### config.mk
export PLATFORM = sky130hd
export DESIGN_NAME = dq_front
export DESIGN_NICKNAME = d
export VERILOG_FILES = /design/src/rtl/dct8x8_quantizer_macros.svh /design/src/rtl/dq_pkg.sv /design/src/rtl/dq_front.sv
export SDC_FILE = /design/constraint.sdc
export NUM_CORES = 1
export LEC_CHECK = 0
export BUFFER_PORTS_ARGS = -buffer_cell sky130_fd_sc_hd__clkbuf_2
export CAP_MARGIN = 40
export CORE_MARGIN = 3
export CORE_UTILIZATION = 30
export CTS_CLUSTER_SIZE = 20
export DETAILED_ROUTE_END_ITERATION = 8
export MAX_ROUTING_LAYER = met4
export PLACE_DENSITY = 0.44
export SLEW_MARGIN = 20
export SYNTH_ARGS = -nofsm -noshare
export SYNTH_HDL_FRONTEND = slang
export SYNTH_SLANG_ARGS = --single-unit
### constraint.sdc
create_clock -name clock -period 9.2 [get_ports clock]
set_input_delay 1.84 -clock clock [delete_from_list [all_inputs] [get_ports clock]]
set_output_delay 1.84 -clock clock [all_outputs]
set_load 0.01 [all_outputs]
### src/rtl/dct8x8_quantizer_macros.svh
// ----------------------------------------------------------------------------
// dct8x8_quantizer_macros.svh
// Assertion macros used by the quantizer RTL (dq_fifo).
// ----------------------------------------------------------------------------
`ifndef DCT8X8_QUANTIZER_MACROS_SVH
`define DCT8X8_QUANTIZER_MACROS_SVH

// Same-cycle implication, disabled during reset.
`define DQ_ASSERT_IMP(label, clk, rst, ante, cons, msg) \
   label: assert property (@(posedge clk) disable iff (rst) (ante) |-> (cons)) \
      else $error(msg);

// Next-cycle implication, disabled during reset.
`define DQ_ASSERT_NXT(label, clk, rst, ante, cons, msg) \
   label: assert property (@(posedge clk) disable iff (rst) (ante) |=> (cons)) \
      else $error(msg);

`endif

### src/rtl/dq_pkg.sv
// ----------------------------------------------------------------------------
// dq_pkg
// Types, constants and tables of the 8x8 DCT quantizer.
// ----------------------------------------------------------------------------
package dq_pkg;

   localparam int BLOCK_DIM         = 8;
   localparam int BLOCK_ITEMS       = BLOCK_DIM * BLOCK_DIM;
   localparam int IDX_W             = 6;
   localparam int SAMPLE_W          = 8;
   localparam int COEF_W            = 11;
   localparam int QUAL_W            = 7;
   localparam int DEF_COS_FRAC_BITS = 14;
   localparam int COS_W_MAX         = 17;
   localparam int COEF_POS_MAX      = 1023;
   localparam int COEF_NEG_MAG      = 1024;
   localparam int FIFO_DEPTH        = 4;
   localparam int FIFO_PTR_W        = 2;
   localparam int FIFO_CNT_W        = 3;
   localparam int SCALE_W           = 13;
   localparam int TAB_W             = 7;

   localparam logic [QUAL_W-1:0] DEF_QUALITY = 7'd50;

   // Row per precision 10..16: A(0)/2, then cos(j*pi/16)/2 for j = 1..7, then 0.
   localparam logic [15:0] HALF_COS [7][9] = '{
      '{16'd362,   16'd502,   16'd473,   16'd426,   16'd362,   16'd284,   16'd196,
        16'd100,   16'd0},
      '{16'd724,   16'd1004,  16'd946,   16'd851,   16'd724,   16'd569,   16'd392,
        16'd200,   16'd0},
      '{16'd1448,  16'd2009,  16'd1892,  16'd1703,  16'd1448,  16'd1138,  16'd784,
        16'd400,   16'd0},
      '{16'd2896,  16'd4017,  16'd3784,  16'd3406,  16'd2896,  16'd2276,  16'd1567,
        16'd799,   16'd0},
      '{16'd5793,  16'd8035,  16'd7568,  16'd6811,  16'd5793,  16'd4551,  16'd3135,
        16'd1598,  16'd0},
      '{16'd11585, 16'd16069, 16'd15137, 16'd13623, 16'd11585, 16'd9102,  16'd6270,
        16'd3196,  16'd0},
      '{16'd23170, 16'd32138, 16'd30274, 16'd27246, 16'd23170, 16'd18205, 16'd12540,
        16'd6393,  16'd0}
   };

   localparam logic [TAB_W-1:0] LUM_TAB [BLOCK_ITEMS] = '{
      7'd16, 7'd11, 7'd10, 7'd16, 7'd24,  7'd40,  7'd51,  7'd61,
      7'd12, 7'd12, 7'd14, 7'd19, 7'd26,  7'd58,  7'd60,  7'd55,
      7'd14, 7'd13, 7'd16, 7'd24, 7'd40,  7'd57,  7'd69,  7'd56,
      7'd14, 7'd17, 7'd22, 7'd29, 7'd51,  7'd87,  7'd80,  7'd62,
      7'd18, 7'd22, 7'd37, 7'd56, 7'd68,  7'd109, 7'd103, 7'd77,
      7'd24, 7'd35, 7'd55, 7'd64, 7'd81,  7'd104, 7'd113, 7'd92,
      7'd49, 7'd64, 7'd78, 7'd87, 7'd103, 7'd121, 7'd120, 7'd101,
      7'd72, 7'd92, 7'd95, 7'd98, 7'd112, 7'd100, 7'd103, 7'd99
   };

   localparam logic [TAB_W-1:0] CHR_TAB [BLOCK_ITEMS] = '{
      7'd17, 7'd18, 7'd24, 7'd47, 7'd99, 7'd99, 7'd99, 7'd99,
      7'd18, 7'd21, 7'd26, 7'd66, 7'd99, 7'd99, 7'd99, 7'd99,
      7'd24, 7'd26, 7'd56, 7'd99, 7'd99, 7'd99, 7'd99, 7'd99,
      7'd47, 7'd66, 7'd99, 7'd99, 7'd99, 7'd99, 7'd99, 7'd99,
      7'd99, 7'd99, 7'd99, 7'd99, 7'd99, 7'd99, 7'd99, 7'd99,
      7'd99, 7'd99, 7'd99, 7'd99, 7'd99, 7'd99, 7'd99, 7'd99,
      7'd99, 7'd99, 7'd99, 7'd99, 7'd99, 7'd99, 7'd99, 7'd99,
      7'd99, 7'd99, 7'd99, 7'd99, 7'd99, 7'd99, 7'd99, 7'd99
   };

   // 5000 / q for q = 1..49; entry 0 is never used.
   localparam logic [SCALE_W-1:0] SCALE_TAB [50] = '{
      13'd0,
      13'd5000, 13'd2500, 13'd1666, 13'd1250, 13'd1000, 13'd833, 13'd714, 13'd625,
      13'd555,  13'd500,  13'd454,  13'd416,  13'd384,  13'd357, 13'd333, 13'd312,
      13'd294,  13'd277,  13'd263,  13'd250,  13'd238,  13'd227, 13'd217, 13'd208,
      13'd200,  13'd192,  13'd185,  13'd178,  13'd172,  13'd166, 13'd161, 13'd156,
      13'd151,  13'd147,  13'd142,  13'd138,  13'd135,  13'd131, 13'd128, 13'd125,
      13'd121,  13'd119,  13'd116,  13'd113,  13'd111,  13'd108, 13'd106, 13'd104,
      13'd102
   };

   typedef struct packed {
      logic full;
   } dq_front_stat_type;

   typedef struct packed {
      logic             done_blk;
      logic [IDX_W-1:0] rd_addr;
   } dq_rd_req_type;

   typedef struct packed {
      logic signed [COEF_W-1:0] y;
      logic signed [COEF_W-1:0] cb;
      logic signed [COEF_W-1:0] cr;
      logic [IDX_W-1:0]         idx;
      logic                     last;
   } dq_result_type;

   function automatic int clamp_fb(input int fb);
      int r;
      r = fb;
      if (r < 10) r = 10;
      if (r > 16) r = 16;
      return r;
   endfunction

   function automatic logic signed [COS_W_MAX-1:0] cos_coef(input logic [2:0] k,
                                                            input logic [2:0] n,
                                                            input int fb);
      int m;
      int row;
      logic neg;
      logic signed [COS_W_MAX-1:0] v;
      row = clamp_fb(fb) - 10;
      m   = ((2 * int'(n) + 1) * int'(k)) & 31;
      neg = 1'b0;
      if (m > 16) m = 32 - m;
      if (m > 8) begin
         m   = 16 - m;
         neg = 1'b1;
      end
      v = signed'({1'b0, HALF_COS[row][m]});
      return neg ? -v : v;
   endfunction

   // Scale factor for a quality setting; settings outside 1..100 act as 50.
   function automatic logic [SCALE_W-1:0] quality_scale(input logic [QUAL_W-1:0] q);
      logic [QUAL_W-1:0] qq;
      qq = q;
      if (q == '0 || q > 7'd100) qq = DEF_QUALITY;
      if (qq < DEF_QUALITY) return SCALE_TAB[qq[5:0]];
      return SCALE_W'(9'd200 - {1'b0, qq, 1'b0});
   endfunction

endpackage

### src/rtl/dq_front.sv
// ----------------------------------------------------------------------------
// dq_front
// Collects one block of 64 sample words into the sample store.
// ----------------------------------------------------------------------------
module dq_front (
   input  logic                                   clock,
   input  logic                                   reset,
   input  logic                                   req_valid,
   output logic                                   req_stall,
   input  logic signed [dq_pkg::SAMPLE_W-1:0]     req_y_sample,
   input  logic signed [dq_pkg::SAMPLE_W-1:0]     req_cb_sample,
   input  logic signed [dq_pkg::SAMPLE_W-1:0]     req_cr_sample,
   input  dq_pkg::dq_rd_req_type                  rd_req,
   output dq_pkg::dq_front_stat_type              stat,
   output logic [3*dq_pkg::SAMPLE_W-1:0]          sample_rd
);

   logic [3*dq_pkg::SAMPLE_W-1:0] store_mem [dq_pkg::BLOCK_ITEMS];
   logic [dq_pkg::IDX_W-1:0]      count_ff;
   logic [dq_pkg::IDX_W-1:0]      count_in;
   logic                          full_ff;
   logic                          full_in;
   logic                          accept;
   logic [3*dq_pkg::SAMPLE_W-1:0] sample_rd_ff;

   assign accept    = req_valid && !full_ff;
   assign req_stall = full_ff;
   assign stat.full = full_ff;
   assign sample_rd = sample_rd_ff;

   always_comb begin
      count_in = count_ff;
      full_in  = full_ff;
      if (accept) begin
         count_in = count_ff + 1'b1;
         if (count_ff == dq_pkg::IDX_W'(dq_pkg::BLOCK_ITEMS - 1)) full_in = 1'b1;
      end
      if (rd_req.done_blk) full_in = 1'b0;
   end

   always_ff @(posedge clock) begin
      if (reset) begin
         count_ff <= '0;
         full_ff  <= 1'b0;
      end else begin
         count_ff <= count_in;
         full_ff  <= full_in;
      end
   end

   always_ff @(posedge clock) begin
      if (accept) begin
         store_mem[count_ff] <= {req_cr_sample, req_cb_sample, req_y_sample};
      end
      sample_rd_ff <= store_mem[rd_req.rd_addr];
   end

endmodule

== After elaboration in Yosys (flattened, before gate mapping) ==
Memory sizes are Yosys's and may differ from the RTL's. A register that Yosys moved wholly into a read port is not among the register bits.
Cells that the tools add are included.
Word-level totals
  bits in registers: 7
  memory bits (writable): 1536
  bits of input ports: 34
  output and inout bits: 26
  word-level logic and storage cells: 11
  memories: 1
Operators by class
  add/subtract/negate cells: 1
  equal/unequal tests: 1
  mux-type cells: 2
  reductions and logical operators: 4
Memories
  store_mem: depth 64, width 24, read ports 1, clocked after Yosys merged registers in 1, write ports 1, line dq_front.sv:18  | logic [3*dq_pkg::SAMPLE_W-1:0] store_mem [dq_pkg::BLOCK_ITEMS];
Operators with widths (number)
  adder 6 x 1 -> 6 bit (second input constant): 1
  == test 6 bit (second input constant): 1
  2-to-1 mux 1 bit: 2
  AND reduction 2 bit: 1
  OR reduction 2 bit: 1
  logical AND 1 bit: 1
  logical NOT 1 bit: 1

== Depth between registers and ports, before layout ==
  depth in word-level cells: 4
  mapped depth: 10
  depth with buffers taken out: 5

== Worst setup path before layout ==
No wires, ideal clock.
  kind: input port to flip-flop
  start point: input req_valid
  end point: memory store_mem[62][0] in the netlist's numbering, enable pin
  library setup time: 0.405 ns
  arrival time: 3.767 ns
  data required time: 8.795 ns
  setup slack: 5.028 ns
  stages on the path: 5
  buffers on the path: 1
  cell sequence: nor2b_1 -> and2_1 -> clkbuf_1 -> nand3b_1 -> nor2_1
Between the ends
  word-level cells in the longest chain between the ends: 3
Ends and longest elaborated chain
  from (decl): line dq_front.sv:8  | input logic req_valid,
  logical AND 1 bit: line dq_front.sv:26  | assign accept = req_valid && !full_ff;
  2-to-1 mux 1 bit: line dq_front.sv:52  | if (accept) begin
  2-to-1 mux 1 bit (implied by the code): line dq_front.sv:53  | store_mem[count_ff] <= {req_cr_sample, req_cb_sample, req_y_sample};
  to (decl): line dq_front.sv:18
Every way passes these cells.

==> flow_summary.json <==
{
  "track_usage_pct": 16.6,
  "setup_viol": 0,
  "hold_viol_final": 0,
  "swShare_pct": 21.8,
  "critPathMaxStageDelay_ns": 0.68,
  "worst_pin_slew_ns": 1.10,
  "status": "finished, final reports clean",
  "ys_types": 46,
  "post_cts_buffers": 0,
  "cell_internal_pwr_mw": 11.9,
  "viasPerCell": 5.00,
  "initial_core_util_pct": 30.4,
  "synth.ff_latch_count": 1567,
  "hold_ws_ns": 0.566,
  "drv_cap": 0,
  "clkSinkCount": 1567,
  "power_frac_comb_pct": 4.7,
  "vias": 28100,
  "p_clk_share_pct": 43.2,
  "path_class": "in -> reg",
  "hpwl_mm": 95.8,
  "cts_resized": 0,
  "post-route-period-util_pct": 49.4,
  "p_leak_nw": 21.3,
  "async_reset_ff_share_pct": 0,
  "final_area_mm2": 0.0691,
  "cp_slowest_cell": "a211oi_1",
  "drive_gt1_share_pct": 30.8,
  "fin_setup_tns_ns": 0,
  "hold_path_class": "reg -> reg",
  "seq_area_frac_synth_pct": 78.6,
  "synth_edf_count": 1536,
  "synth_top_cell_area_share_pct": 77.5,
  "ir_worst_vdd_uv": 155,
  "antenna_found_initial": 7,
  "syn_area_mm2": 0.0595,
  "synthesis.instances": 2619,
  "drc_errors": 0,
  "coreArea_mm2": 0.196,
  "path_clk_slew_ns": 0.06,
  "power-per-cell-area_mw_per_mm2": 219,
  "yosysMostFrequentCell": "edfxtp_1",
  "clock_skew_ns": 0.0271,
  "cts_tree": "done",
  "ys_warn_count": 0,
  "start_kind": "primary input",
  "cp_common_cell": "buf_4",
  "dr.pass1.iters": 7,
  "post_dp_cell_area_mm2": 0.0636,
  "path_cells": "buf_8 -> buf_4 -> buf_16 -> mux4_2 -> nor2b_1 -> a211oi_1 -> nor4_2 -> buf_4 -> a31o_1",
  "place_ws_ns": 3.81,
  "cts_hold_buf": 0,
  "synth_area_leaders": "edfxtp_1 (78%), mux4_2 (14%), dfxtp_1 (1.0%)",
  "postSynthAreaPerCell_um2": 22.7,
  "fmax_ghz": 0.220,
  "fp.dieH_um": 451,
  "grt_pass1_wl_mm": 232,
  "p_seq_share_pct": 52.1,
  "endpoint_kind": "flop",
  "syn_nets": 2654,
  "min_period_ns": 4.54,
  "die_w_um": 451,
  "rsz0062_at_grt": "false",
  "num-nets-final": 2882,
  "port_buffers": 59,
  "cts_buffer_depth": 3,
  "p_switching_mw": 3.31,
  "maxSlewViolCount": 0,
  "drtIter0Drc": 2438,
  "path_buf_inv": 4,
  "grt_max_degree": 105,
  "htreeDepth": 4,
  "post_drt_wl_per_cell_um": 29.5,
  "ant_nets": 0,
  "clk_latency_ns": 0.79,
  "rows": 162,
  "globalplace.congestion": 0.768,
  "synthFlopType": "edfxtp_1",
  "critPathTopFamily": "buffers and inverters",
  "cp.required_ns": 9.87,
  "slew_headroom_pct": 26.5,
  "total_power_mw": 15.2,
  "area_growth_pct": 16.2,
  "cts_made_buffers": 169,
  "dieArea_mm2": 0.204,
  "grt-ovfl-total": 0,
  "cts_root_buf": "clkbuf_16",
  "finalWirelength_mm": 166,
  "grt_pass1_vias": 29600,
  "yosysTopAreaCell": "edfxtp_1",
  "layout_setup_ws_ns": 4.66,
  "synth_common_cells": "edfxtp_1 (1536), mux4_2 (370), nor2_1 (89), clkbuf_1 (52), a22oi_1 (50)",
  "cp_data_arrival_time_ns": 5.21,
  "cp_max_fo": 48,
  "io_pins": 60
}
==> layout by cell type (no fill, tap or decap), drive strengths merged, types with 2 or more instances in the layout <==
master,n
nor3,3
mux4,370
and2,3
a221oi,14
clkinv,80
a22oi,50
a211oi,30
nand3,30
nor3b,2
mux2,28
dfxtp,31
or2,2
inv,8
o22ai,47
or3,2
diode,4
o221ai,10
a21oi,24
nor4,10
nand3b,6
a31o,10
nand2,46
xor2,3
buf,148
or3b,2
nor2,91
mux2i,45
edfxtp,1536
bufinv,11
clkbuf,265
o22a,10
o21ai,22
a22o,4
clkinvlp,6
nand2b,4
nor2b,32
==> registers in the layout, summed over array words and instances, names as in the netlist <==
name / cells
store_mem: 1536
count_ff: 6
req_stall: 1
sample_rd: 24
==> area by class of cell <==
| type | instances | area [um2] |
|---|---|---|
| Fill cell | 18000 | 127000 |
| Sequential cell | 1567 | 46700 |
| Multi-Input combinational cell | 904 | 12000 |
| Clock buffer | 209 | 4400 |
| Tap cell | 2624 | 3280 |
| Timing Repair Buffer | 204 | 1640 |
| Clock inverter | 104 | 995 |
| Antenna cell | 4 | 10.0 |
| Inverter | 1 | 3.75 |
==> path summary, 6_finish.rpt <==
path | start | end | slack (ns) | cells after the start
hold reg to reg | req_stall | req_stall | 0.57 | 2
setup / recovery | rd_req[0] | sample_rd[7] | 4.66 | 9
setup reg to reg | req_stall | store_mem[22][23] | 5.88 | 5
hold / removal | req_stall | req_stall | 0.57 | 2
==> through the flow <==
| step | utilization, % | std cells |
|---|---|---|
| detailed placement | 32.5 | 5294 |
| floorplan | - | 2619 |
| finish | 35.3 | 5617 |
| CTS | 35.2 | 5607 |
| global placement | 32.3 | 5272 |
| global route | 35.3 | 5614 |
==> worst register-to-register path, delay by kind of cell, from the launching register on <==
family,cells,cell delay (ns)
and+or+nand+nor,4,2.11
DFF,1,0.35
buffers and inverters,1,0.47
==> power groups by stage <==
stage / logic [mW] / registers [mW] / clock network [mW]
6_report: 0.716 / 7.90 / 6.56
5_1_grt: 0.767 / 7.89 / 7.03
4_1_cts: 0.733 / 7.90 / 6.73
3_5_place_dp: 0.732 / 8.05 / 0
3_3_place_gp: 0.705 / 8.05 / 0
2_1_floorplan: 0.371 / 8.04 / 0
==> per-layer routing <==
metal / wire, um / GRT usage, %
met1: 71200 / 21.7
met2: 81200 / 26.5
met3: 9440 / 3.51
met4: 3830 / 4.36
met5: 0 / -
==> kinds of logic (layout without fill, tap and decap cells) <==
kind of cell	count (synthesis)	count (layout)	share of synthesized area (%)
compound gates	222	222	2.61
flops	1567	1567	78.6
simple gates	234	234	1.88
buf+inv	148	518	1.56
mux	443	443	15.3
xor+xnor	4	4	0.0589
fa+ha+maj	1	1	0.0210
other cells	0	4	0
(Power assumes the default switching activity.)
