===== src/rtl/dct8x8_quantizer_macros.svh =====
// ----------------------------------------------------------------------------
// dct8x8_quantizer_macros.svh
// Assertion macros used by the quantizer RTL (dq_fifo).
// ----------------------------------------------------------------------------
`ifndef DCT8X8_QUANTIZER_MACROS_SVH
`define DCT8X8_QUANTIZER_MACROS_SVH

// Same-cycle implication, disabled during reset.
`define DQ_ASSERT_IMP(label, clk, rst, ante, cons, msg) \
   label: assert property (@(posedge clk) disable iff (rst) (ante) |-> (cons)) \
      else $error(msg);

// Next-cycle implication, disabled during reset.
`define DQ_ASSERT_NXT(label, clk, rst, ante, cons, msg) \
   label: assert property (@(posedge clk) disable iff (rst) (ante) |=> (cons)) \
      else $error(msg);

`endif


===== src/rtl/dq_pkg.sv =====
// ----------------------------------------------------------------------------
// dq_pkg
// Types, constants and tables of the 8x8 DCT quantizer.
// ----------------------------------------------------------------------------
package dq_pkg;

   localparam int BLOCK_DIM         = 8;
   localparam int BLOCK_ITEMS       = BLOCK_DIM * BLOCK_DIM;
   localparam int IDX_W             = 6;
   localparam int SAMPLE_W          = 8;
   localparam int COEF_W            = 11;
   localparam int QUAL_W            = 7;
   localparam int DEF_COS_FRAC_BITS = 14;
   localparam int COS_W_MAX         = 17;
   localparam int COEF_POS_MAX      = 1023;
   localparam int COEF_NEG_MAG      = 1024;
   localparam int FIFO_DEPTH        = 4;
   localparam int FIFO_PTR_W        = 2;
   localparam int FIFO_CNT_W        = 3;
   localparam int SCALE_W           = 13;
   localparam int TAB_W             = 7;

   localparam logic [QUAL_W-1:0] DEF_QUALITY = 7'd50;

   // Row per precision 10..16: A(0)/2, then cos(j*pi/16)/2 for j = 1..7, then 0.
   localparam logic [15:0] HALF_COS [7][9] = '{
      '{16'd362,   16'd502,   16'd473,   16'd426,   16'd362,   16'd284,   16'd196,
        16'd100,   16'd0},
      '{16'd724,   16'd1004,  16'd946,   16'd851,   16'd724,   16'd569,   16'd392,
        16'd200,   16'd0},
      '{16'd1448,  16'd2009,  16'd1892,  16'd1703,  16'd1448,  16'd1138,  16'd784,
        16'd400,   16'd0},
      '{16'd2896,  16'd4017,  16'd3784,  16'd3406,  16'd2896,  16'd2276,  16'd1567,
        16'd799,   16'd0},
      '{16'd5793,  16'd8035,  16'd7568,  16'd6811,  16'd5793,  16'd4551,  16'd3135,
        16'd1598,  16'd0},
      '{16'd11585, 16'd16069, 16'd15137, 16'd13623, 16'd11585, 16'd9102,  16'd6270,
        16'd3196,  16'd0},
      '{16'd23170, 16'd32138, 16'd30274, 16'd27246, 16'd23170, 16'd18205, 16'd12540,
        16'd6393,  16'd0}
   };

   localparam logic [TAB_W-1:0] LUM_TAB [BLOCK_ITEMS] = '{
      7'd16, 7'd11, 7'd10, 7'd16, 7'd24,  7'd40,  7'd51,  7'd61,
      7'd12, 7'd12, 7'd14, 7'd19, 7'd26,  7'd58,  7'd60,  7'd55,
      7'd14, 7'd13, 7'd16, 7'd24, 7'd40,  7'd57,  7'd69,  7'd56,
      7'd14, 7'd17, 7'd22, 7'd29, 7'd51,  7'd87,  7'd80,  7'd62,
      7'd18, 7'd22, 7'd37, 7'd56, 7'd68,  7'd109, 7'd103, 7'd77,
      7'd24, 7'd35, 7'd55, 7'd64, 7'd81,  7'd104, 7'd113, 7'd92,
      7'd49, 7'd64, 7'd78, 7'd87, 7'd103, 7'd121, 7'd120, 7'd101,
      7'd72, 7'd92, 7'd95, 7'd98, 7'd112, 7'd100, 7'd103, 7'd99
   };

   localparam logic [TAB_W-1:0] CHR_TAB [BLOCK_ITEMS] = '{
      7'd17, 7'd18, 7'd24, 7'd47, 7'd99, 7'd99, 7'd99, 7'd99,
      7'd18, 7'd21, 7'd26, 7'd66, 7'd99, 7'd99, 7'd99, 7'd99,
      7'd24, 7'd26, 7'd56, 7'd99, 7'd99, 7'd99, 7'd99, 7'd99,
      7'd47, 7'd66, 7'd99, 7'd99, 7'd99, 7'd99, 7'd99, 7'd99,
      7'd99, 7'd99, 7'd99, 7'd99, 7'd99, 7'd99, 7'd99, 7'd99,
      7'd99, 7'd99, 7'd99, 7'd99, 7'd99, 7'd99, 7'd99, 7'd99,
      7'd99, 7'd99, 7'd99, 7'd99, 7'd99, 7'd99, 7'd99, 7'd99,
      7'd99, 7'd99, 7'd99, 7'd99, 7'd99, 7'd99, 7'd99, 7'd99
   };

   // 5000 / q for q = 1..49; entry 0 is never used.
   localparam logic [SCALE_W-1:0] SCALE_TAB [50] = '{
      13'd0,
      13'd5000, 13'd2500, 13'd1666, 13'd1250, 13'd1000, 13'd833, 13'd714, 13'd625,
      13'd555,  13'd500,  13'd454,  13'd416,  13'd384,  13'd357, 13'd333, 13'd312,
      13'd294,  13'd277,  13'd263,  13'd250,  13'd238,  13'd227, 13'd217, 13'd208,
      13'd200,  13'd192,  13'd185,  13'd178,  13'd172,  13'd166, 13'd161, 13'd156,
      13'd151,  13'd147,  13'd142,  13'd138,  13'd135,  13'd131, 13'd128, 13'd125,
      13'd121,  13'd119,  13'd116,  13'd113,  13'd111,  13'd108, 13'd106, 13'd104,
      13'd102
   };

   typedef struct packed {
      logic full;
   } dq_front_stat_type;

   typedef struct packed {
      logic             done_blk;
      logic [IDX_W-1:0] rd_addr;
   } dq_rd_req_type;

   typedef struct packed {
      logic signed [COEF_W-1:0] y;
      logic signed [COEF_W-1:0] cb;
      logic signed [COEF_W-1:0] cr;
      logic [IDX_W-1:0]         idx;
      logic                     last;
   } dq_result_type;

   function automatic int clamp_fb(input int fb);
      int r;
      r = fb;
      if (r < 10) r = 10;
      if (r > 16) r = 16;
      return r;
   endfunction

   function automatic logic signed [COS_W_MAX-1:0] cos_coef(input logic [2:0] k,
                                                            input logic [2:0] n,
                                                            input int fb);
      int m;
      int row;
      logic neg;
      logic signed [COS_W_MAX-1:0] v;
      row = clamp_fb(fb) - 10;
      m   = ((2 * int'(n) + 1) * int'(k)) & 31;
      neg = 1'b0;
      if (m > 16) m = 32 - m;
      if (m > 8) begin
         m   = 16 - m;
         neg = 1'b1;
      end
      v = signed'({1'b0, HALF_COS[row][m]});
      return neg ? -v : v;
   endfunction

   // Scale factor for a quality setting; settings outside 1..100 act as 50.
   function automatic logic [SCALE_W-1:0] quality_scale(input logic [QUAL_W-1:0] q);
      logic [QUAL_W-1:0] qq;
      qq = q;
      if (q == '0 || q > 7'd100) qq = DEF_QUALITY;
      if (qq < DEF_QUALITY) return SCALE_TAB[qq[5:0]];
      return SCALE_W'(9'd200 - {1'b0, qq, 1'b0});
   endfunction

endpackage


===== src/rtl/dq_fifo.sv =====
// ----------------------------------------------------------------------------
// dq_fifo
// Short result queue between the engine and the output channel.
// ----------------------------------------------------------------------------
`include "dct8x8_quantizer_macros.svh"

module dq_fifo (
   input  logic                   clock,
   input  logic                   reset,
   input  logic                   push,
   input  dq_pkg::dq_result_type  push_data,
   output logic                   full,
   output logic                   rsp_valid,
   input  logic                   rsp_stall,
   output dq_pkg::dq_result_type  head
);

   dq_pkg::dq_result_type               mem_ff [dq_pkg::FIFO_DEPTH];
   logic [dq_pkg::FIFO_PTR_W-1:0]       wr_ptr_ff;
   logic [dq_pkg::FIFO_PTR_W-1:0]       rd_ptr_ff;
   logic [dq_pkg::FIFO_CNT_W-1:0]       count_ff;
   logic                                pop;

   assign full      = (count_ff == dq_pkg::FIFO_CNT_W'(dq_pkg::FIFO_DEPTH));
   assign rsp_valid = (count_ff != '0);
   assign pop       = rsp_valid && !rsp_stall;
   assign head      = mem_ff[rd_ptr_ff];

   always_ff @(posedge clock) begin
      if (reset) begin
         wr_ptr_ff <= '0;
         rd_ptr_ff <= '0;
         count_ff  <= '0;
      end else begin
         if (push) wr_ptr_ff <= wr_ptr_ff + 1'b1;
         if (pop) rd_ptr_ff <= rd_ptr_ff + 1'b1;
         if (push && !pop) count_ff <= count_ff + 1'b1;
         if (pop && !push) count_ff <= count_ff - 1'b1;
      end
   end

   always_ff @(posedge clock) begin
      if (push) mem_ff[wr_ptr_ff] <= push_data;
   end

   `DQ_ASSERT_IMP(a_count_bound, clock, reset, 1'b1, count_ff <= dq_pkg::FIFO_CNT_W'(dq_pkg::FIFO_DEPTH), "queue count above depth")
   `DQ_ASSERT_NXT(a_count_up, clock, reset, push && !pop, count_ff == $past(count_ff) + 1'b1, "queue count missed a push")
   `DQ_ASSERT_NXT(a_count_down, clock, reset, pop && !push, count_ff == $past(count_ff) - 1'b1, "queue count missed a pop")

endmodule


===== config.mk =====
export PLATFORM = sky130hd
export DESIGN_NAME = dq_fifo
export DESIGN_NICKNAME = d
export VERILOG_FILES = /design/src/rtl/dq_pkg.sv /design/src/rtl/dq_fifo.sv
export VERILOG_INCLUDE_DIRS = /design/src /design/src/rtl
export SDC_FILE = /design/constraint.sdc
export NUM_CORES = 1
export LEC_CHECK = 0
export BUFFER_PORTS_ARGS = -buffer_cell sky130_fd_sc_hd__buf_2
export CELL_PAD_IN_SITES_DETAIL_PLACEMENT = 0
export CELL_PAD_IN_SITES_GLOBAL_PLACEMENT = 2
export CORE_ASPECT_RATIO = 1.4
export CORE_MARGIN = 2
export CORE_UTILIZATION = 40
export CTS_CLUSTER_DIAMETER = 40
export DETAILED_ROUTE_END_ITERATION = 16
export GPL_TIMING_DRIVEN = 0
export PLACE_DENSITY = 0.86
export SYNTH_ARGS = -nofsm -noshare
export SYNTH_HDL_FRONTEND = slang
export SYNTH_SLANG_ARGS = --single-unit

===== constraint.sdc =====
create_clock -name clock -period 2 [get_ports clock]
set_input_delay 0.1 -clock clock [delete_from_list [all_inputs] [get_ports clock]]
set_output_delay 0.1 -clock clock [all_outputs]
set_load 0.01 [all_outputs]

; ---- Yosys cells after proc, flatten, opt, wreduce, memory -nomap -nowiden
; Memories as Yosys holds them, arrays and structs flattened. A register that Yosys moved wholly into a read port is not among the register bits.
; Cells that the tools add are included.
[totals]
ff_bits = 7
mem_bits_rw = 160
inputBits = 44
wordCells = 23
n_memories = 1
[classes]
addsub = 4
n_eq_ne = 1
mux = 6
n_reduce_logical = 8
[mem_list]
columns = name, depth, word_bits, read_ports, rd_clocked_by_memory_dff, wr, line
row1 = mem_ff, 4, 40, 1, 1, 1, dq_fifo.sv:18  ; dq_pkg::dq_result_type mem_ff [dq_pkg::FIFO_DEPTH];
[ops]
columns = operator, count
row1 = 3-bit two-way mux, 2
row2 = "2-bit by 1-bit adder with 2-bit output, second input constant", 2
row3 = 2-bit two-way mux, 2
row4 = "3-bit by 1-bit adder with 3-bit output, second input constant", 1
row5 = "3-bit == test, second input constant", 1
row6 = 1-bit logical AND, 3
row7 = 1-bit zero test, 3
row8 = 3-bit nonzero test, 1
row9 = "3-bit by 1-bit subtractor with 3-bit output, second input constant", 1
row10 = 1-bit two-way mux, 2
row11 = 2-bit nonzero test, 1

; ---- Logic depth before layout (Yosys ltp)
; Gate-level depths: netlist of the first run.
[logic_depth]
depth_word = 6
ltp_mapped = 8
mapped_depth_nobuf = 8

; ---- Worst setup path after synthesis of the first run
; OpenSTA, ideal clock, no wires.
[synth_timing]
path_kind = flip-flop to flip-flop
from = reg wr_ptr_ff[0] (netlist bit)
to = mem mem_ff[2][0] (netlist bit) (enable)
arrival_time_ns = 1.511
required_ns = 1.599
setup_slack_ns = 0.088
path_stages_with_launch = 4
path_buffers = 0
period_less_slack_ns = 1.912
cell_sequence = dfxtp_1 > inv_1 > ha_1 > and2_1
[synth_rtl]
columns = element, line
row1 = "start, declared", dq_fifo.sv:19  ; logic [dq_pkg::FIFO_PTR_W-1:0] wr_ptr_ff;
row2 = "start signal, assigned", dq_fifo.sv:35  ; if (push) wr_ptr_ff <= wr_ptr_ff + 1'b1;
row3 = "end, declared", dq_fifo.sv:18
; No word-level cell before the write port.

; ---- Final worst setup path of the first run
[layout_timing]
from = reg count_ff[2] (netlist bit)
to = reg count_ff[2] (netlist bit)
[layout_via]
elab_chain_cells = 5
[layout_rtl]
columns = element, line
row1 = "start, declared", dq_fifo.sv:21  ; logic [dq_pkg::FIFO_CNT_W-1:0] count_ff;
row2 = "start signal, assigned", dq_fifo.sv:37  ; if (push && !pop) count_ff <= count_ff + 1'b1;
row3 = "start signal, assigned", dq_fifo.sv:38  ; if (pop && !push) count_ff <= count_ff - 1'b1;
row4 = 3-bit nonzero test (*), dq_fifo.sv:25  ; assign rsp_valid = (count_ff != '0);
row5 = 1-bit logical AND (*), dq_fifo.sv:26  ; assign pop = rsp_valid && !rsp_stall;
row6 = net pop, dq_fifo.sv:22  ; logic pop;
row7 = 1-bit zero test, dq_fifo.sv:37
row8 = 1-bit logical AND, dq_fifo.sv:37
row9 = 2-bit nonzero test (no line), --
; Mark *: on every way through the listed nets, which the timed path passes. The rest lies on a longest branch. The select of a mux whose other input is x is not followed.
; A chain may end at the register's enable or synchronous reset.

==> flow_summary.yaml, run 1 <==
layout:
  drive_gt1_share_pct: 40.3
  regArea_mm2: 0.00498
  fillCellCount: 1232
  mostFrequentLayoutCells: "edfxtp_1, buf_2, mux4_2, dlygate4sd3_1, clkbuf_16"
  final_common_cell: "edfxtp_1"
  multi_input_area_mm2: 0.00116
  layout.nets: 457
  antenna_cells: 0
  areaGrowthSynthToFinish_pct: 27.6
die:
  top_level_ports: 86
  die_x_um: 110
  die_area_mm2: 0.0167
  start_util_pct: 40.6
  rows: 54
  fp.dieH_um: 152
  core_area_mm2: 0.0155
power:
  p_leak_uw: 0.00276
  p_int_uw: 6960
  fin_total_pwr_uw: 9110
  seqPwrFrac_pct: 45.7
  ir_drop_uv: 531
  netSwitchingPower_uw: 2140
  p_clk_share_pct: 35.1
  power.density_mw_per_mm2: 1140
  combPwrFrac_pct: 19.3
  power.share.switching_pct: 23.5
clock_network:
  cts_made_buffers: 17
  clkTransAtPathRegs_ps: 60
  clock_path_buffers: 2
  cts_resized: 0
  cts_tree: "yes"
  cts_num_sinks: 169
  post-cts-setup-buffers: 0
  root_buffer: "clkbuf_16"
  htreeDepth: 4
  clk_latency_ps: 410
  hold_buffers: 40
route:
  drtIter0Drc: 161
  ant_nets: 0
  routed_wl_um: 11000
  via_per_inst: 4.83
  drt-wirelength-per-cell_um: 17.8
  first_pass_iters: 4
  drcViolationCount: 0
  vias: 2973
place:
  dp_slack_ps: 142
  io_buffer_count: 84
  gp_congestion: 0.684
  dp_hpwl_um: 7080
run_status:
  outcome: "finished, final reports clean"
timing:
  fin_crit_sh_pct: 93.6
  max_slew_margin_pct: 63.1
  finalCriticalPeriod_ps: 1870
  fmax_mhz: 534
  finalHoldViolations: 0
  setup_slack_ps: 128
  setup_tns_ps: 0
  tightest_slew_ps: 554
  rsz0062_at_grt: "no"
  maxSlewViolCount: 0
  setup_violations: 0
  skew_ps: 10.6
job:
  cap_violations: 0
synth:
  syn_inst: 260
  ys_seq_elements: 169
  yosysWarningCount: 0
  syn_avg_cell_area_um2: 24.2
  ys_seq_area_share_pct: 79.4
  syn-num-nets: 310
  syn_area_mm2: 0.00628
  yosysUniqueCellTypes: 23
global_routing:
  grt_pass1_wl_um: 17000
  grt_pass1_vias: 3281
  grt_antenna_before_repair: 0
  grt_usage_pct: 14.0
  grt_max_degree: 25
  grt.overflow.total: 0
worst_setup_path:
  endpoint_kind: "flop"
  worstPathArrival_ps: 2220
  timing_worst_setup_path_type: "reg -> reg"
  required_ps: 2340
  crit_fanout: 5
  cp-start-kind: "flop"
worst_hold_path:
  worst_hold_path_type: "in -> reg"
Yosys cell counts:
library cell  count  share of area (%)
buf_2             4               0.32
edfxtp_1        160                 76
fa_1              1               0.32
nor3_2            1               0.16
mux4_2           40                 14
mux2_2            1               0.18
o21ai_0           2               0.16
xnor2_1           1               0.14
mux2i_1           1               0.16
nor2_1            7               0.42
and2_1            4               0.40
xor2_1            2               0.28
buf_6             1               0.18
and3_1            1               0.10
a21oi_1           4               0.32
buf_12            4                1.3
nor2b_1           1               0.10
or3_1             2               0.20
dfxtp_1           9                2.9
nor3b_1           1               0.12
ha_1              5                1.0
inv_1             7               0.42
clkbuf_1          1              0.060
critical path, cell delays in order, from the launching register on:
cell and delay [ps]:
dfxtp_1 380, nor3_2 90, nor2_1 100, ha_1 200
inv_1 60, fa_1 370, xor2_1 170, or3_1 310
a21oi_1 130
area by class of cell:
type,instances,share of cell area [%]
clock inverters,12,1.84
flip-flops and latches,169,62.2
plain buffers,10,1.44
repair buffers,128,11.2
multi-input cells,74,14.5
clock buffers,19,5.40
inverters,7,0.328
well taps,196,3.06
path summary, 6_finish.rpt:
check                      startpoint                         to  slack (ps)  cells after the start
min reg2reg  count_ff[2]$_SDFFE_PP0P_   count_ff[2]$_SDFFE_PP0P_         520                      2
max          count_ff[2]$_SDFFE_PP0P_   count_ff[2]$_SDFFE_PP0P_         130                      8
max reg2reg  count_ff[2]$_SDFFE_PP0P_   count_ff[2]$_SDFFE_PP0P_         130                      8
min                              push  wr_ptr_ff[0]$_SDFFE_PP0P_          30                      3
sequential cells by signal (all words and copies together), names as in the netlist, named ones only:
name and flops:
count_ff 3, mem_ff 160, rd_ptr_ff 2, wr_ptr_ff 2
cell families after synthesis:
logic type	Yosys count	share of synthesized area [%]
adder cells (fa/ha/maj)	6	1.31
XOR/XNOR	3	0.418
flip-flops	169	79.4
buffers and inverters	17	2.25
multiplexers	42	14.7
AND/OR/NAND/NOR	17	1.49
AO/OA/AOI/OAI	6	0.478
layer usage:
metal / global-route usage [%] / vias to the layer above / share of wire [%]
met3: 3.64 / 14 / 3.5
met2: 24.2 / 57 / 54
li1: - / 1370 / -
met5: 0 / - / 0
met1: 16.3 / 1532 / 41
met4: 5.24 / 0 / 1.5
power by group through the flow:
stage / combinational [uW] / sequential (uW) / clock [uW]
floorplan: 1180 / 4220 / 0
global placement: 1690 / 4230 / 0
detailed placement: 1740 / 4240 / 0
CTS: 1810 / 4160 / 3260
global route: 1920 / 4180 / 3410
finish: 1750 / 4160 / 3190
through the flow:
step	utilization, %	hold slack (ps)	area, um2	cells
2_1_floorplan	-	199	6280	260
3_3_place_gp	44.9	309	6950	540
3_5_place_dp	45.4	317	7030	544
4_1_cts	51.8	21.6	8010	615
5_1_grt	51.8	44.2	8010	615
6_report	51.8	28.5	8010	615
Note: power is estimated with default switching activity, not from simulation.
==> inputs of run 2 (changes only) <==
Settings changed: PLACE_DENSITY 0.86 to default, PLACE_DENSITY_LB_ADDON from default to 0.25.
==> run 2 against run 1 <==
  * Register-to-register slack better by 20 ps
  * Combinational power about the same
  * Hold slack gained 11 ps
  * Critical path type unchanged
  * Largest power group unchanged
  * Highest routed layer unchanged
==> flow_summary.yaml, run 2 (synthesis results as in run 1) <==
run_status:
  outcome: "finished, final reports clean"
worst_hold_path:
  worst_hold_path_type: "in -> reg"
  hold_start: "rsp_stall"
die:
  core_area_mm2: 0.0155
  die_area_mm2: 0.0167
  fp.dieH_um: 152
  start_util_pct: 40.6
  rows: 54
  die_x_um: 110
  top_level_ports: 86
power:
  power.density_mw_per_mm2: 1120
  netSwitchingPower_uw: 2270
  p_leak_uw: 0.00276
  seqPwrFrac_pct: 46.6
  p_int_uw: 6650
  power.share.switching_pct: 25.4
  ir_drop_uv: 564
  combPwrFrac_pct: 19.6
  p_clk_share_pct: 33.9
layout:
  antenna_cells: 0
  final_common_cell: "edfxtp_1"
  areaGrowthSynthToFinish_pct: 27.2
  largest_reg_flops: 160
  drive_gt1_share_pct: 41.7
  largest-register: "mem_ff"
  mostFrequentLayoutCells: "edfxtp_1, buf_2, mux4_2, dlygate4sd3_1, clkbuf_16"
  fillCellCount: 1285
  top_regs: "mem_ff x160, count_ff x3"
  layout.nets: 457
worst_setup_path:
  crit_fanout: 5
  endpoint_kind: "flop"
  r2r_start: "count_ff[0]$_SDFFE_PP0P_"
  cp-start-kind: "flop"
  crit_path_top_delay_cell: "dfxtp_1"
  reg2reg_slack_ps: 150
  worstSetupStartpoint: "count_ff[0]$_SDFFE_PP0P_"
  cp_num_buf_inv: 1
  required_ps: 2340
  crit_chain: "nor3_2 > nor2_1 > ha_1 > inv_1 > fa_1 > xor2_1 > or3_1 > a21oi_1"
  crit_family: "adder cells"
  timing_worst_setup_path_type: "reg -> reg"
  worstPathArrival_ps: 2180
  cpPeakStageDelay_ps: 380
global_routing:
  grt_pass1_vias: 3177
  grt_max_degree: 23
  grt.overflow.total: 0
  grt_usage_pct: 13.8
  grt_antenna_before_repair: 0
  grt_pass1_wl_um: 16800
timing:
  max_slew_margin_pct: 61.3
  finalHoldViolations: 0
  skew_ps: 7.11
  setup_tns_ps: 0
  setup_violations: 0
  rsz0062_at_grt: "no"
  finalCriticalPeriod_ps: 1850
  tightest_slew_ps: 580
  maxSlewViolCount: 0
  fin_crit_sh_pct: 92.4
  fin_worst_hold_slack_ps: 40.0
  fmax_mhz: 541
clock_network:
  cts_made_buffers: 17
  cts_num_sinks: 169
  htreeDepth: 4
  clk_latency_ps: 410
  clkTransAtPathRegs_ps: 60
  post-cts-setup-buffers: 0
  clock_path_buffers: 2
  cts_tree: "yes"
  root_buffer: "clkbuf_16"
route:
  ant_nets: 0
  first_pass_iters: 4
  drtIter0Drc: 86
  vias: 2961
  routed_wl_um: 10600
  drt-wirelength-per-cell_um: 17.3
  via_per_inst: 4.81
  drcViolationCount: 0
place:
  gp_congestion: 0.656
  dp_hpwl_um: 6470
  io_buffer_count: 84
job:
  cap_violations: 0
[run 2: cell count changes in the layout (fill, tap and decap cells not counted)]
cell,before,now
clkinv_2,1,2
clkinv_1,3,1
clkinvlp_4,2,0
bufinv_16,3,0
dfxtp_2,0,1
inv_6,3,7
inv_8,0,4
clkinv_4,0,1
dfxtp_1,9,8
clkbuf_1,3,1
[run 2: worst paths after layout]
check | endpoint | cells after the start
worst max-delay path | count_ff[2]$_SDFFE_PP0P_ | 8
worst min-delay path | rd_ptr_ff[0]$_SDFFE_PP0P_ | 3
worst max register to register | count_ff[2]$_SDFFE_PP0P_ | 8
worst min register to register | count_ff[2]$_SDFFE_PP0P_ | 2
[run 2: metal layers]
layer | vias up | wire (um) | GRT usage (%)
li1 | 1381 | - | -
met1 | 1516 | 4480 | 16.8
met2 | 56 | 5650 | 23.7
met3 | 8 | 367 | 3.21
met4 | 0 | 136 | 5.06
met5 | - | 0 | 0
[run 2: area by class of cell]
class / count / area [um2] / area share [%]
inverter: 7 / 26.3 / 0.329
clock inverter: 15 / 129 / 1.61
multi-input combinational: 74 / 1160 / 14.5
sequential: 169 / 4990 / 62.4
clock buffer: 17 / 425 / 5.33
buffer: 10 / 115 / 1.44
tap: 196 / 245 / 3.07
timing repair buffer: 128 / 901 / 11.3
[run 2: through the flow]
stage	instance area, um2	total power (uW)	cells	setup WS, ps	util (%)
global route	7990	9320	616	7.24	51.6
finish	7990	8920	616	153	51.6
detailed placement	7030	5970	544	172	45.4
floorplan	6280	5390	260	88.2	-
CTS	7990	9060	616	144	51.6
global placement	6950	5940	540	-737	44.9
[run 2: repair_timing]
action | in CTS | in global routing
setup endpoints to repair | 0 | 1
hold endpoints to repair | 160 | 0
gates resized for setup | 0 | 1
hold buffers | 40 | 0
[run 2: tightest hold or removal path, stage by stage]
cell and delay [ps]:
buf_2 110, or3_1 120, a21oi_1 60
[run 2: power by group through the flow]
stage	combinational, uW	sequential (uW)	clock, uW
after CTS	1810	4150	3100
after floorplan	1180	4220	0
final	1740	4150	3020
after global routing	1920	4170	3220
after detailed placement	1740	4230	0
after global placement	1700	4230	0
